==> src/hdl/tmcw_pkg.sv <==
// ----------------------------------------------------------------------------
// tmcw_pkg
// Shared types and constants of the text-mode console writer: the command
// and response transfer formats, operation codes and character codes.
// ----------------------------------------------------------------------------
package tmcw_pkg;

	// Operation codes
	localparam logic [1:0] OP_PUT   = 2'd0;
	localparam logic [1:0] OP_CLEAR = 2'd1;
	localparam logic [1:0] OP_SET   = 2'd2;
	localparam logic [1:0] OP_READ  = 2'd3;

	// Control and printable character codes
	localparam logic [7:0] CH_BS       = 8'd8;
	localparam logic [7:0] CH_TAB      = 8'd9;
	localparam logic [7:0] CH_LF       = 8'd10;
	localparam logic [7:0] CH_CR       = 8'd13;
	localparam logic [7:0] CH_SPACE    = 8'd32;
	localparam logic [7:0] CH_PRINT_LO = 8'd32;
	localparam logic [7:0] CH_PRINT_HI = 8'd126;

	// Spaces written for one tab
	localparam int unsigned TAB_SPACES = 4;

	// Attribute after reset and the blank cell the screen holds after reset
	localparam logic [7:0]  ATTR_RESET = 8'h07;
	localparam logic [15:0] CELL_RESET = {ATTR_RESET, CH_SPACE};

	// Configuration register index (byte address bit 2)
	localparam logic REG_ATTR = 1'b0;

	// Command transfer
	typedef struct packed {
		logic [1:0] op;
		logic [7:0] char_code;
		logic [6:0] target_col;
		logic [4:0] target_row;
	} cmd_t;

	// Response transfer
	typedef struct packed {
		logic [6:0]  cursor_col;
		logic [4:0]  cursor_row;
		logic [10:0] cursor_offset;
		logic [15:0] cell_value;
	} rsp_t;

endpackage

==> src/hdl/tmcw_cfg.sv <==
// ----------------------------------------------------------------------------
// tmcw_cfg
// APB-style register port holding the text attribute used for writes,
// blanks and clears.
// ----------------------------------------------------------------------------
module tmcw_cfg import tmcw_pkg::*; (
	input  logic        clk,
	input  logic        arst_n,
	input  logic        psel,
	input  logic        penable,
	input  logic        pwrite,
	input  logic [2:0]  paddr,
	input  logic [31:0] pwdata,
	output logic [31:0] prdata,
	output logic        pready,
	output logic [7:0]  attr
);

	logic [7:0] attr_q;
	logic       wr_en;

	assign pready = 1'b1;
	assign wr_en  = psel & penable & pwrite & pready;
	assign attr   = attr_q;

	// Write the attribute register on the access phase
	always_ff @(posedge clk or negedge arst_n) begin
		if (!arst_n) begin
			attr_q <= ATTR_RESET;
		end else if (wr_en && paddr[2] == REG_ATTR) begin
			attr_q <= pwdata[7:0];
		end
	end

	// Read back
	always_comb begin
		unique case (paddr[2])
			REG_ATTR: prdata = {24'd0, attr_q};
			default:  prdata = '0;
		endcase
	end

endmodule

==> config.mk <==
export PLATFORM = sky130hd
export DESIGN_NAME = tmcw_cfg
export DESIGN_NICKNAME = d
export VERILOG_FILES = /design/src/hdl/tmcw_pkg.sv /design/src/hdl/tmcw_cfg.sv
export SDC_FILE = /design/constraint.sdc
export NUM_CORES = 1
export LEC_CHECK = 0
export ABC_AREA = 1
export BUFFER_PORTS_ARGS = -buffer_cell sky130_fd_sc_hd__buf_4
export CAP_MARGIN = 20
export CORE_MARGIN = 5
export CORE_UTILIZATION = 34
export CTS_BUF_LIST = sky130_fd_sc_hd__clkbuf_2
export DETAILED_ROUTE_END_ITERATION = 10
export GPL_ROUTABILITY_DRIVEN = 0
export GPL_TIMING_DRIVEN = 0
export PLACE_DENSITY = 0.83
export RECOVER_POWER = 25
export SYNTH_ARGS = -nofsm -noshare
export SYNTH_HDL_FRONTEND = slang
export SYNTH_SLANG_ARGS = --single-unit
==> constraint.sdc <==
create_clock -name clk -period 1.7 [get_ports clk]
set_input_delay 0.085 -clock clk [delete_from_list [all_inputs] [get_ports clk]]
set_output_delay 0.085 -clock clk [all_outputs]
set_load 0.02 [all_outputs]
==> impl_results.md <==
- Result of the run: completed
- Setup repair after global routing missed its margin: no
- Average instance area after synthesis: 7.57 sq um
- Number of diodes added for antenna fixing: 0
- Top cells by area in the synthesized netlist: sky130_fd_sc_hd__buf_4 (31%), sky130_fd_sc_hd__dfrtp_1 (20%), sky130_fd_sc_hd__dfstp_2 (13%)
- Root buf cell: sky130_fd_sc_hd__clkbuf_2
- Worst Clk Skew: 0 ns
- Tcrit/Tclk final: 66.8%
- Cell leakage power: 0.620 nW
- Tightest Hold Check Type: in2reg
- Iteration-0 DRC count of the detailed router: 10
- Antenna violations before repair: 0
- Critical path endpoint category: output pin
- Delay-heaviest family, CP: flip-flops
- Delay contributed by the slowest stage of the critical path: 0.54 ns
- Pin count of the biggest net entering global routing: 10
- Hold Fails Final Rpt: 0
- Largest buffer count on any clock path: 2
- Synth unique cells: 12
- Vias in the first global route: 545
- Vias post-DR: 567
- Commonest cells after routing, fill and taps aside: sky130_fd_sc_hd__buf_4 (52), sky130_fd_sc_hd__conb_1 (25), sky130_fd_sc_hd__nand2_1 (17), sky130_fd_sc_hd__inv_1 (9)
- Number of buffers created by CTS: 3
- Final Max Tran Viols: 0
- Clk slew on worst S/H paths: 0.09 ns
- Flip-flop count of the largest register, all copies and words added: 8
- Placeable Area: 1730 sq um
- Sum of buffers and inverters on the critical path: 2
- Nature of the critical path startpoint: flip-flop
- Synthesized instance count: 81
- P&R area growth vs syn: 57.8%
- Total overflow reported by the global router: 0
- Top-level I/O count: 81
- Area share of the largest cell type after synthesis: 30.6%
- Placed wire-length estimate after detailed placement: 1260 um
- CP Class: reg2out
- Floorplan die area: 2750 sq um
- DRC violation count after routing: 0
- CP cell instances: inv_1, nor2_1, buf_4
- Post-detailed-routing wire length: 1470 um
- Overall track demand over capacity in global routing: 11.0%
- Via density per instance: 3.50
- Highest Clock Rate: 881 MHz
- Total of buffers placed on input and output ports: 28
- Commonest non-fill, non-tap cell in the layout: sky130_fd_sc_hd__buf_4
- Fraction of the yosys area taken by sequential cells: 33.3%
- Warning count from the yosys run: 0
- Required time of the critical path: 1.62 ns
- Share of layout cells above drive strength 1: 46.0%
- H-tree levels: 1
- CTS tree: yes
- First-pass GRT wire length: 2170 um
- Number of optimization iterations in the first detailed-route pass: 4
- ANT nets after route: 0
- Number of nets in the layout: 178
- Top cell type by total area after synthesis: sky130_fd_sc_hd__buf_4
- Critical path's slowest cell: sky130_fd_sc_hd__dfstp_2
- VDD IR max: 360 uV
- Time the final worst path needs with I/O delays and setup: 1.14 ns
- Clk sinks: 8
- Critical Path AT: 1.05 ns
- P per Cell Area: 786 nW/um^2
- Synthesized area: 613 sq um
- Initial cell density of the core: 35.5%
- Later-pin clock latency in the skew report: 0.23 ns
- Max-cap check violation count: 0
- Sum Neg Setup Slack: 0 ns
- Height of the die: 52.5 um
- Final setup violation count: 0
- Post-synthesis sequential element count: 8
- Die boundary width: 52.5 um
- Cell Rows: 15
- Post-route worst hold slack: 0.0613 ns
- Routed length per instance: 9.06 um
- Setup fix buffers added after clock tree synthesis: 0
- Critical Path Fanout Max: 3
## metrics by stage
| stage | total power, mW | setup WS [ns] | cell area (sq um) | cells | util [%] |
|---|---|---|---|---|---|
| finish | 0.760 | 0.565 | 967 | 162 | 56.0 |
| global route | 0.813 | 0.497 | 967 | 162 | 56.0 |
| CTS | 0.763 | 0.555 | 971 | 162 | 56.2 |
| detailed placement | 0.630 | 0.815 | 941 | 157 | 54.5 |
| global placement | 0.620 | 0.834 | 941 | 157 | 54.5 |
| floorplan | 0.495 | 0.705 | 699 | 104 | - |
## repair_timing
item | CTS | global route
hold buffers | 1 | 0
hold endpoints to repair | 8 | 0
gates resized for setup | 0 | 0
## metal layers
layer / GRT usage (%) / wire (um) / part of all wire [%] / vias to the layer above
met1: 9.53 / 510 / 35 / 226
li1: - / - / - / 301
met4: 11.1 / 49 / 3.3 / 0
met5: 0 / 0 / 0 / -
met3: 1.99 / 147 / 10 / 5
met2: 20.2 / 760 / 52 / 35
## kinds of logic (layout without fill, tap and decap cells)
logic type    after synthesis  in the layout  share of synthesized area [%]
buf+inv                    36             69                           38.6
flops                       8              8                           33.3
other cells                 2             25                           1.22
simple gates               35             35                           26.9
## synthesized netlist by cell type
library cell,instances
sky130_fd_sc_hd__nor2_8,1
sky130_fd_sc_hd__nand2_1,17
sky130_fd_sc_hd__dfstp_2,3
sky130_fd_sc_hd__dfrtp_1,5
sky130_fd_sc_hd__nand3_1,8
sky130_fd_sc_hd__nand2_4,1
sky130_fd_sc_hd__buf_4,25
sky130_fd_sc_hd__buf_6,1
sky130_fd_sc_hd__inv_1,9
sky130_fd_sc_hd__inv_2,1
sky130_fd_sc_hd__nor2_1,8
sky130_fd_sc_hd__conb_1,2
## final cells by class
cell class | count | area, sq um
Fill cell | 165 | 759
Multi-Input combinational cell | 60 | 259
Timing Repair Buffer | 29 | 216
Sequential cell | 8 | 204
Buffer | 26 | 199
Inverter | 10 | 37.5
Tap cell | 25 | 31.3
Clock buffer | 4 | 20.0
## tightest hold or removal path, cell delays in order
cell and delay (ns):
sky130_fd_sc_hd__buf_4 0.08, sky130_fd_sc_hd__nand3_1 0.06, sky130_fd_sc_hd__nand2_1 0.06
## worst paths after layout
path	from	to	slack, ns	cells after the start
max reg2reg	attr[0]	attr[0]	1.00	2
max in group asynchronous	arst_n	attr[0]	1.08	2
min reg2reg	attr[2]	attr[2]	0.48	2
max	attr[1]	prdata[1]	0.56	3
min	pwdata[6]	attr[6]	0.06	3
min in group asynchronous	arst_n	attr[7]	0.28	2
## report_power, final
part	switching, mW	total (mW)	internal [mW]	leakage [nW]
Sequential	0.0301	0.266	0.236	0.0943
Clock	0.0689	0.131	0.0624	0.0166
Combinational	0.208	0.362	0.154	0.510
No activity file was read; power rests on OpenSTA's default activity.
